## config.mk

```make
export PLATFORM = sky130hd
export DESIGN_NAME = mspk_fit
export DESIGN_NICKNAME = d
export VERILOG_FILES = /design/src/rtl/maxrects_best_short_side_packer_defines.svh /design/src/rtl/mspk_pkg.sv /design/src/rtl/mspk_fit.sv
export SDC_FILE = /design/constraint.sdc
export NUM_CORES = 1
export LEC_CHECK = 0
export BUFFER_PORTS_ARGS = -buffer_cell sky130_fd_sc_hd__clkbuf_2
export CAP_MARGIN = 30
export CORE_MARGIN = 1.5
export CORE_UTILIZATION = 48
export DETAILED_ROUTE_END_ITERATION = 12
export GPL_TIMING_DRIVEN = 0
export MAX_ROUTING_LAYER = met4
export PLACE_DENSITY = 0.88
export SLEW_MARGIN = 30
export SYNTH_ARGS = -nofsm -noshare
export SYNTH_HDL_FRONTEND = slang
export SYNTH_SLANG_ARGS = --single-unit
```

## constraint.sdc

```tcl
create_clock -name vclk -period 6.68
set_input_delay 0.334 -clock vclk [all_inputs]
set_output_delay 0.334 -clock vclk [all_outputs]
set_load 0.005 [all_outputs]
```

## src/rtl/maxrects_best_short_side_packer_defines.svh

```systemverilog
// ----------------------------------------------------------------------------
// Assertion macros for the rectangle packer
// Shared forms for same-cycle and next-cycle implications.
// ----------------------------------------------------------------------------
`ifndef MAXRECTS_BEST_SHORT_SIDE_PACKER_DEFINES_SVH
`define MAXRECTS_BEST_SHORT_SIDE_PACKER_DEFINES_SVH

// Antecedent implies consequent in the same cycle.
`define MSPK_ASSERT_SAME(lbl, clk, rst_n, ante, cons) \
    lbl: assert property (@(posedge clk) disable iff (!rst_n) (ante) |-> (cons)) \
        else $error("mspk assertion failed");

// Antecedent implies consequent in the next cycle.
`define MSPK_ASSERT_NEXT(lbl, clk, rst_n, ante, cons) \
    lbl: assert property (@(posedge clk) disable iff (!rst_n) (ante) |=> (cons)) \
        else $error("mspk assertion failed");

`endif

```

## src/rtl/mspk_pkg.sv

```systemverilog
// ----------------------------------------------------------------------------
// mspk_pkg
// Types, codes and sizing constants of the rectangle packer.
// ----------------------------------------------------------------------------
package mspk_pkg;

    localparam int MSPK_MAX_FREE   = 256;
    localparam int MSPK_MAX_SPLIT  = 512;
    localparam int MSPK_WORK_LIMIT = 4000000;

    localparam int COORD_W  = 15;
    localparam int RECT_W   = 4 * COORD_W;
    localparam int CFG_IW   = 2;
    localparam int CFG_DW   = 32;

    localparam logic [COORD_W-1:0] ATLAS_RESET  = 15'd1024;
    localparam logic [COORD_W-1:0] RESV_RESET   = 15'd0;
    localparam logic [CFG_DW-1:0]  BUDGET_RESET = 32'd4000000;

    localparam logic [CFG_IW-1:0] CFG_ATLAS  = 2'd0;
    localparam logic [CFG_IW-1:0] CFG_RESV   = 2'd1;
    localparam logic [CFG_IW-1:0] CFG_BUDGET = 2'd2;

    localparam logic CMD_START = 1'b0;
    localparam logic CMD_PLACE = 1'b1;

    typedef enum logic [1:0] {
        ST_OK      = 2'd0,
        ST_NOFIT   = 2'd1,
        ST_COMPLEX = 2'd2
    } t_status;

    typedef enum logic [3:0] {
        S_IDLE,
        S_SCAN_RD,
        S_SCAN_EV,
        S_SPL_RD,
        S_SPL_EV,
        S_SPL_PC,
        S_PR_I_RD,
        S_PR_I_EV,
        S_PR_J_RD,
        S_PR_J_EV,
        S_CP_RD,
        S_CP_EV
    } t_state;

    typedef struct packed {
        logic [COORD_W-1:0] x;
        logic [COORD_W-1:0] y;
        logic [COORD_W-1:0] w;
        logic [COORD_W-1:0] h;
    } t_rect;

    typedef struct packed {
        logic [COORD_W-1:0] lo;
        logic [COORD_W-1:0] hi;
        logic [COORD_W-1:0] y;
        logic [COORD_W-1:0] x;
        logic [COORD_W-1:0] h;
        logic [COORD_W-1:0] w;
    } t_score;

    typedef struct packed {
        logic               cmd;
        logic [COORD_W-1:0] req_width;
        logic [COORD_W-1:0] req_height;
    } t_in;

    typedef struct packed {
        logic [COORD_W-1:0] pos_x;
        logic [COORD_W-1:0] pos_y;
        logic [1:0]         status;
    } t_out;

endpackage

```

## src/rtl/mspk_fit.sv

```systemverilog
// ----------------------------------------------------------------------------
// mspk_fit
// Fit test and best-short-side score compare for one free rectangle.
// ----------------------------------------------------------------------------
module mspk_fit
    import mspk_pkg::*;
(
    input  t_rect              i_f,
    input  logic [COORD_W-1:0] i_w,
    input  logic [COORD_W-1:0] i_h,
    input  t_score             i_best,
    input  logic               i_has_best,
    output logic               o_better,
    output t_score             o_cand
);

    logic               fits;
    logic               less;
    logic [COORD_W-1:0] rw;
    logic [COORD_W-1:0] rh;

    always_comb begin
        fits = (i_w <= i_f.w) && (i_h <= i_f.h);
        rw   = i_f.w - i_w;
        rh   = i_f.h - i_h;
        o_cand.lo = (rw < rh) ? rw : rh;
        o_cand.hi = (rw < rh) ? rh : rw;
        o_cand.y  = i_f.y;
        o_cand.x  = i_f.x;
        o_cand.h  = i_f.h;
        o_cand.w  = i_f.w;
        // strict order; a full tie keeps the earlier index
        if (o_cand.lo != i_best.lo)     less = o_cand.lo < i_best.lo;
        else if (o_cand.hi != i_best.hi) less = o_cand.hi < i_best.hi;
        else if (o_cand.y != i_best.y)   less = o_cand.y < i_best.y;
        else if (o_cand.x != i_best.x)   less = o_cand.x < i_best.x;
        else if (o_cand.h != i_best.h)   less = o_cand.h < i_best.h;
        else                             less = o_cand.w < i_best.w;
        o_better = fits && (!i_has_best || less);
    end

endmodule

```

* Word level (Yosys, flattened, before mapping) *
Index checks and enable logic that the tools add are counted.

word-level totals
  logic and storage cells = 27
  output and inout port bits = 91
  input bits = 181
  flip-flop bits (word level) = 0

operators by class
  reductions and logical operators = 4
  add/subtract/negate cells = 2
  $lt $le $gt $ge = 9
  multiplexer cells = 7
  equality and inequality tests = 5

operators with widths
  kind                             number
  15-bit < comparator              7
  15-bit != test                   5
  15-bit less-or-equal comparator  2
  15-bit two-way mux               2
  15-bit subtractor                2
  1-bit two-way mux                5
  1-bit logical AND                2
  1-bit logical NOT                1
  1-bit logical OR                 1

* Longest topological paths before layout *
Gate-level depths: netlist of run 1.

  word-level depth = 8
  gate-level depth with buffers = 26
  gate-level depth less buffers = 25

* Worst setup path before layout of run 1 *
No wires, ideal clock.

  kind = input to output
  from = input port i_f[15] in the netlist's numbering
  to = output port o_better
  cell stages on the path = 24
  path buffers = 1
  required time = 6346 ps
  path slack = 1171 ps
  arrival = 5175 ps
  cells stage by stage = inv_1 > ha_1 > fa_1 > nor2b_1 > o31a_1 > o31ai_1 > a21oi_1 > mux2i_1 > a2111oi_4 > inv_1 > ha_1 > or4_1 > a211oi_1 > a21oi_2 > buf_2 > mux2_2 > ha_1 > nand4_1 > nor4_2 > nand3_1 > nor4bb_1 > o21ai_0 > o2111a_1 > a211oi_1

RTL lines
  item                RTL line        RTL
  start: declaration  mspk_fit.sv:8   input t_rect i_f,
  end: declaration    mspk_fit.sv:13  output logic o_better,

* Final worst setup path of run 1 *
  from = input port i_f[0] in the netlist's numbering
  to = output port o_better

between the ends
  longest elaborated chain between the ends = 8
  elaborated cells between the ends (all ways) = 19
  classes of those cells = 1 x add/sub; 5 x order compare; 3 x eq/ne; 7 x mux; 3 x reduce/logical

ends and longest elaborated chain
  item                                                             RTL line                                        RTL
  15-bit subtractor, or another cell as far along                  mspk_fit.sv:25                                  rh = i_f.h - i_h;
  15-bit < comparator / 1-bit two-way mux (equally long branches)  mspk_fit.sv:26, mspk_fit.sv:27, mspk_fit.sv:37
  15-bit two-way mux / 1-bit two-way mux (equally long branches)   mspk_fit.sv:27, mspk_fit.sv:36
  15-bit < comparator, or another cell as far along                mspk_fit.sv:34                                  else if (o_cand.hi != i_best.hi) less = o_cand.hi < i_best.hi;
  1-bit two-way mux                                                mspk_fit.sv:34
  1-bit two-way mux                                                mspk_fit.sv:33                                  if (o_cand.lo != i_best.lo) less = o_cand.lo < i_best.lo;
  1-bit logical OR                                                 mspk_fit.sv:39                                  o_better = fits && (!i_has_best || less);
  1-bit logical AND (*)                                            mspk_fit.sv:39

Every way passes the cells marked *; elsewhere a longest branch is shown, timed or not.

==> metrics.txt, run 1 <==
Min-Delay Path Class input pin to primary output; Hold-fix buffers, CTS 0; DPL Wire Length between 10000 and 15000 µm; top cells by area, synth ha_1 (33%), inv_1 (10%), buf_4 (9.1%); GRT Util Overall a little over a quarter; Clock power frac 0%; Design Power 0.001023 W; Max VDD drop 0.07228 mV; FILL cells a little under 900; total gr overflow 0; CP Capture Type primary output; DR pass1 iterations 4; largest net degree at the start of global routing 11; switching part of the total power just over 50%; top-count cell post-synth inv_1; # nets final ~1300; antenna violation net count after detailed routing 0; worst slew pin tran approximately 640 ps; first-pass GRT wire length around 24000 µm; fin area ~6600 µm²; Placement Cell Area between 6000 and 7000 µm²; NetSw about 0.00053 W; fin cells ~1100; detailed-route wire length 15050 µm; CP arrival 5990 ps; Setup CP Type input pin to primary output; io pins around 270; Reg area 0 µm²; CLK BUF 0; status finished clean; Die H about 100 µm; Rel. slew slack a little under three fifths; Yosys top cell area share ~33%; Synth Instances a little under 700; Final min period about 6300 ps; average cell area after synthesis 7.361 µm²; Final setup viols 0; vias in the first global route roughly 5200; sequential share of power 0%; Core Area ~9900 µm²; Max Fclk between 150 and 200 MHz; Cell variety after synth 63; row count 36; combinational power share 100.0%; PwrDens about 150 nW/µm²; Worst Path Max Fanout 10; hold_ws 942.9 ps; initial antenna violation count 0; Syn Std Cell Area approximately 5000 µm²; Post-Syn Nets 991; Critical Path RT 6350 ps; IO Port Bufs about 270; Routed WL per cell 13.86 µm; area leader, netlist ha_1; antenna diode count 0; placed cells between 1000 and 1500; Synth top cells by count inv_1 (138), ha_1 (133), buf_4 (60); RSZ-0062 raised after global routing no; max-slew violations 0; RD Place Congestion ~0.93; routed vias ~5500; Lkg Pwr just over 4 nW; Syn. warnings 0; Layout area overhead 32.86%; Die X ~100 µm; Vias/cell between 5 and 6; Critical Path Start Type input pin; Internal about 0.00049 W; sequential area share after synthesis 0%; FFs & Latches 0; # DRC 0; Die Area 10970 µm²; Final Hold Fails 0; Final Cycle Share 94.74%; layout cells sized above 1 between 40% and 50%; Initial Util about 50%; Starting DRT DRC Count around 160; Max-Cap Viols 0
-- cells by family after synthesis --
kind of cell | share of synthesized area [%]
AO/OA/AOI/OAI | 18.91
XOR/XNOR | 3.526
adder cells (fa/ha/maj) | 34.30
buffers and inverters | 20.37
multiplexers | 7.202
AND/OR/NAND/NOR | 15.69
-- layout by cell type (no fill, tap or decap), types with 5 or more instances in the layout --
master and count:
inv_1 138, mux2_2 22, nor2_1 24, or3_1 5
o21a_1 8, nand2b_1 7, mux2i_1 11, a21oi_1 43
xnor2_1 10, nor3_1 10, o21ai_0 25, ha_1 133
nand3_1 21, nand4_1 15, nand2_1 22, buf_4 67
clkbuf_2 272, a21oi_2 5, nor2b_1 8, a211oi_1 8
nor4_1 5, a21o_1 12, xor2_1 8
-- power by group through the flow --
stage               logic [W]  registers [W]  clock network (W)
floorplan            0.000636              0                  0
global placement     0.000952              0                  0
detailed placement   0.000977              0                  0
CTS                  0.000991              0                  0
global route          0.00113              0                  0
finish                0.00102              0                  0
-- path summary, 6_finish.rpt --
path | from | endpoint | slack, ps | cells after the start
worst max-delay path | i_f[0] | o_better | 350 | 25
worst min-delay path | i_f[33] | o_cand[48] | 940 | 3
-- routing by layer --
metal,GRT usage [%],wire (µm),up-vias
li1,-,-,2881
met1,32.10,6413,2451
met2,50.93,7680,190
met3,0.9981,697,18
met4,3.620,261,0
met5,-,0,-
-- worst max-delay path, stage by stage --
cell      delay (ps)
clkbuf_2          90
inv_1             50
ha_1             210
fa_1             400
and2b_1          240
o21ai_2           80
a211oi_2         270
nor3_1           120
o41ai_2          430
xnor2_2          150
ha_1             220
or4_1            420
a211oi_2         210
a21oi_2          120
buf_4            200
mux2_2           310
ha_1             300
nand4_1          230
nor4_4           380
nand3_2          170
nor4bb_2         310
o21ai_1          160
o2111a_1         180
a211oi_1         240
clkbuf_2         160
-- per-stage QoR --
step | setup slack (ps) | setup TNS (ps) | util (%)
5_1_grt | 12.06 | 0 | 66.62
6_report | 351.4 | 0 | 66.62
3_3_place_gp | -254.6 | -254.6 | 65.56
3_5_place_dp | -365.5 | -365.5 | 65.56
4_1_cts | 17.48 | 0 | 65.85
2_1_floorplan | 1171 | 0 | -
-- area by class of cell --
type | instances | area (µm²) | area share, %
multi-input cells | 470 | 4011 | 60.77
repair buffers | 278 | 1406 | 21.30
inverters | 138 | 518.0 | 7.847
plain buffers | 67 | 499.2 | 7.563
well taps | 133 | 166.4 | 2.521
-- timing repair --
item                                    in CTS  in global routing
gates resized for setup                      4                 10
endpoints found under the setup margin       1                  1
endpoints found under the hold margin        0                  0
pin swaps                                    2                  5
setup buffers                                2                  4
Note: power is estimated with default switching activity, not from simulation.
==> run 2: changes to the inputs <==
CORE_MARGIN = 2   (was 1.5)
CORE_UTILIZATION = 40   (was 48)
PLACE_DENSITY = 0.79   (was 0.88)
clock period = 5.6 ns   (was 6.68 ns; I/O delays follow)
==> metrics.txt, run 2 (synthesized netlist as in run 1, its figures left out) <==
CP Capture Type primary output; worst slew pin tran approximately 680 ps; total gr overflow 0; status finished with violations; RSZ-0062 raised after global routing yes; initial antenna violation count 0; layout cells sized above 1 a little under half; Final min period just under 6000 ps; most frequent cells in the layout clkbuf_2 (268), inv_1 (136), ha_1 (123); IO Port Bufs about 270; Final Cycle Share 105.4%; antenna violation net count after detailed routing 0; combinational power share 100.0%; final worst slack -303.4 ps; CLK BUF 0; DR pass1 iterations 5; Critical Path Start Type input pin; largest net degree at the start of global routing 11; # nets final ~1300; Critical Path RT approximately 5300 ps; # DRC 0; FILL cells roughly 1100; first-pass GRT wire length between 20000 and 25000 µm; NetSw 0.0006855 W; Setup CP Type input pin to primary output; row count 40; Die H roughly 120 µm; GRT Util Overall between 20% and 30%; sequential share of power 0%; Die X between 100 and 150 µm; slowest stage delay, CP 510 ps; layer with the highest usage met2; Max VDD drop 0.1109 mV; failing checks negative setup slack; vias in the first global route 5129; Multi-input gate area 4273 µm²; FFs & Latches 0; grt met3 use about 2.5%; Vias/cell 4.933; Rel. slew slack between 50% and 60%; Hold-fix buffers, CTS 0; Worst Path Max Fanout 5; Max Fclk around 170 MHz; Final setup viols 1; Final Hold Fails 0; routed vias around 5600; CP arrival between 5000 and 6000 ps; total negative setup slack -303.4 ps; RD Place Congestion ~0.9; Design Power around 0.0014 W; Internal 0.0006830 W; io pins 272; Routed WL per cell ~14 µm; slowest CP cell or4_4; GR Layer Usage met2 41.29%; hold_ws a little over 800 ps; detailed-route wire length ~16000 µm; max-slew violations 0; Lkg Pwr 4.187 nW; DPL Wire Length ~14000 µm; switching part of the total power 50.09%; Clock power frac 0%; Max-Cap Viols 0; Most common cell on crit path buf_6; Starting DRT DRC Count 134; Initial Util between 40% and 50%; Reg area 0 µm²; antenna diode count 0; leading cell type in the layout, fill and taps excluded clkbuf_2; Layout area overhead 42.76%; Min-Delay Path Class input pin to primary output; Core Area around 12000 µm²; PwrDens 192.9 nW/µm²; Die Area ~13000 µm²; M1 GR Usage 27.04%
==> run 2: critical path: cells and delay by family <==
family | cells | cell delay, ps
fa+ha+maj | 3 | 710
mux | 2 | 490
simple gates | 4 | 1050
compound gates | 10 | 2140
buf+inv | 7 | 950
==> run 2: final timing paths <==
| path | startpoint | end | slack, ps | depth (start not counted) |
|---|---|---|---|---|
| max | i_f[17] | o_better | -300 | 26 |
| min | i_f[15] | o_cand[0] | 820 | 3 |
==> run 2: layout make-up <==
cell class	instances	share of cell area, %
multi-input cells	470	60.24
repair buffers	298	22.33
inverters	138	7.338
plain buffers	67	7.126
well taps	168	2.963
==> run 2: through the flow <==
step           cells  worst slack, ps  utilization [%]  cell area (µm²)
2_1_floorplan    675            199.1                -             4969
3_3_place_gp    1115            -1380            54.22             6540
3_5_place_dp    1115            -1446            54.22             6540
4_1_cts         1129           -443.8            56.32             6793
5_1_grt         1141           -539.7            58.81             7093
6_report        1141           -303.4            58.81             7093
==> run 2: power by group through the flow <==
stage                     Sequential, W  Combinational (W)  Clock, W
after CTS                             0            0.00127         0
after floorplan                       0           0.000759         0
after global routing                  0            0.00150         0
after detailed placement              0            0.00117         0
after global placement                0            0.00115         0
final                                 0            0.00137         0
==> run 2: layer usage <==
layer | share of wire, % | wire length [µm] | up-vias
met2 | 50 | 7942 | 201
met5 | 0 | 0 | -
met4 | 2.7 | 423 | 0
li1 | - | - | 2917
met1 | 41 | 6549 | 2485
met3 | 6.5 | 1032 | 26
==> run 2: timing repair <==
action	4_1_cts	5_1_grt
pin swaps	22	36
setup endpoints to repair	1	1
buffers inserted	14	12
gates resized for setup	33	45
==> run 3: changes to the inputs <==
PLACE_DENSITY = 0.72   (was 0.79)
==> metrics.txt, run 3 (synthesized netlist as in run 1, its figures left out) <==
slowest stage delay, CP 430 ps; Initial Util between 40% and 50%; Max VDD drop 0.1308 mV; total gr overflow 0; Core Area between 10000 and 15000 µm²; FFs & Latches 0; Max Fclk approximately 170 MHz; initial antenna violation count 0; DPL Wire Length ~14000 µm; # DRC 0; row count 40; fin cells 1134; Placement Cell Area ~6500 µm²; Critical Path RT around 5300 ps; max-slew violations 0; Routed WL per cell 13.63 µm; largest net degree at the start of global routing 11; Hold-fix buffers, CTS 0; RD Place Congestion around 0.91; PwrDens 189.3 nW/µm²; Lkg Pwr 4.130 nW; Rel. slew slack about three fifths; Worst Path Max Fanout 7; Final setup viols 1; placed cells about 1100; Vias/cell 4.783; Die Area about 13000 µm²; antenna diode count 0; Critical Path Start Type input pin; CP arrival between 5000 and 6000 ps; antenna violation net count after detailed routing 0; first-pass GRT wire length ~24000 µm; layout cells sized above 1 between 40 and 50%; CLK BUF 0; Die X between 100 and 150 µm; Reg area 0 µm²; GRT Util Overall 22.99%; Max-Cap Viols 0; fin area about 7000 µm²; Layout area overhead 41.02%; IO Port Bufs 272; Final Hold Fails 0; RSZ-0062 raised after global routing yes; Setup CP Type input pin to primary output; io pins between 200 and 300; # nets final about 1300; leading cell type in the layout, fill and taps excluded clkbuf_2; Starting DRT DRC Count 106; Die H 115.5 µm; detailed-route wire length ~15000 µm; most frequent cells in the layout clkbuf_2 (269), inv_1 (136), ha_1 (122); worst slew pin tran 568.6 ps; Final Cycle Share 108.2%; Final min period 6059 ps; failing checks negative setup slack; DR pass1 iterations 4; slowest CP cell or4_4; final worst slack -458.5 ps; status finished with violations; vias in the first global route 5086; routed vias approximately 5400; Min-Delay Path Class input pin to primary output; CP Capture Type primary output
## run 3: cell types whose count changed in the layout (fill, tap and decap cells not counted), sizes merged
| cell | before | now |
|---|---|---|
| buf | 94 | 86 |
| clkbuf | 270 | 271 |
## run 3: worst max-delay path: cells and delay by family
| kind | cells | cell delay [ps] |
|---|---|---|
| AOI/OAI and AO/OA | 8 | 1720 |
| xor gates and xnor gates | 1 | 140 |
| adders and majority gates | 4 | 970 |
| buffers and inverters | 4 | 550 |
| muxes | 1 | 320 |
| and+or+nand+nor | 7 | 1810 |
## run 3: cell type report
cell class | count | area [µm²]
buffer | 67 | 503.0
inverter | 138 | 518.0
fill | 1188 | 5055
timing repair buffer | 291 | 1520
tap | 168 | 210.2
multi-input combinational | 470 | 4255
## run 3: metal layers
metal	up-vias	share of wire [%]	track usage, %
li1	2885	-	-
met1	2379	43	28.42
met2	152	50	42.11
met3	8	5.2	1.883
met4	0	1.1	2.249
met5	-	0	-
## run 3: per-stage QoR
step / utilization [%] / TNS [ps] / power, W / hold WS [ps] / setup slack, ps
2_1_floorplan: - / 0 / 0.0007592 / 640.8 / 199.1
3_3_place_gp: 54.22 / -1472 / 0.001152 / 830.8 / -1472
3_5_place_dp: 54.22 / -1487 / 0.001171 / 832.9 / -1487
4_1_cts: 56.36 / -535.0 / 0.001274 / 833.1 / -535.0
5_1_grt: 58.09 / -666.6 / 0.001476 / 835.1 / -666.6
6_report: 58.09 / -458.5 / 0.001327 / 818.5 / -458.5
## run 3: what timing repair did
item	4_1_cts	5_1_grt
setup endpoints to repair	1	1
pin swaps	22	21
buffers inserted	12	7
resized for setup	33	30
gates cloned	0	0
## run 3: power breakdown
part,internal [W],switching (W),total [W]
sequential,0,0,0
clock,0,0,0
combinational,0.000660,0.000667,0.00133
total,0.000660,0.000667,0.00133
## run 3: path summary, 6_finish.rpt
| path | startpoint | end | slack, ps | cells after the start |
|---|---|---|---|---|
| min | i_f[15] | o_cand[0] | 820 | 3 |
| max | i_h[0] | o_better | -460 | 25 |
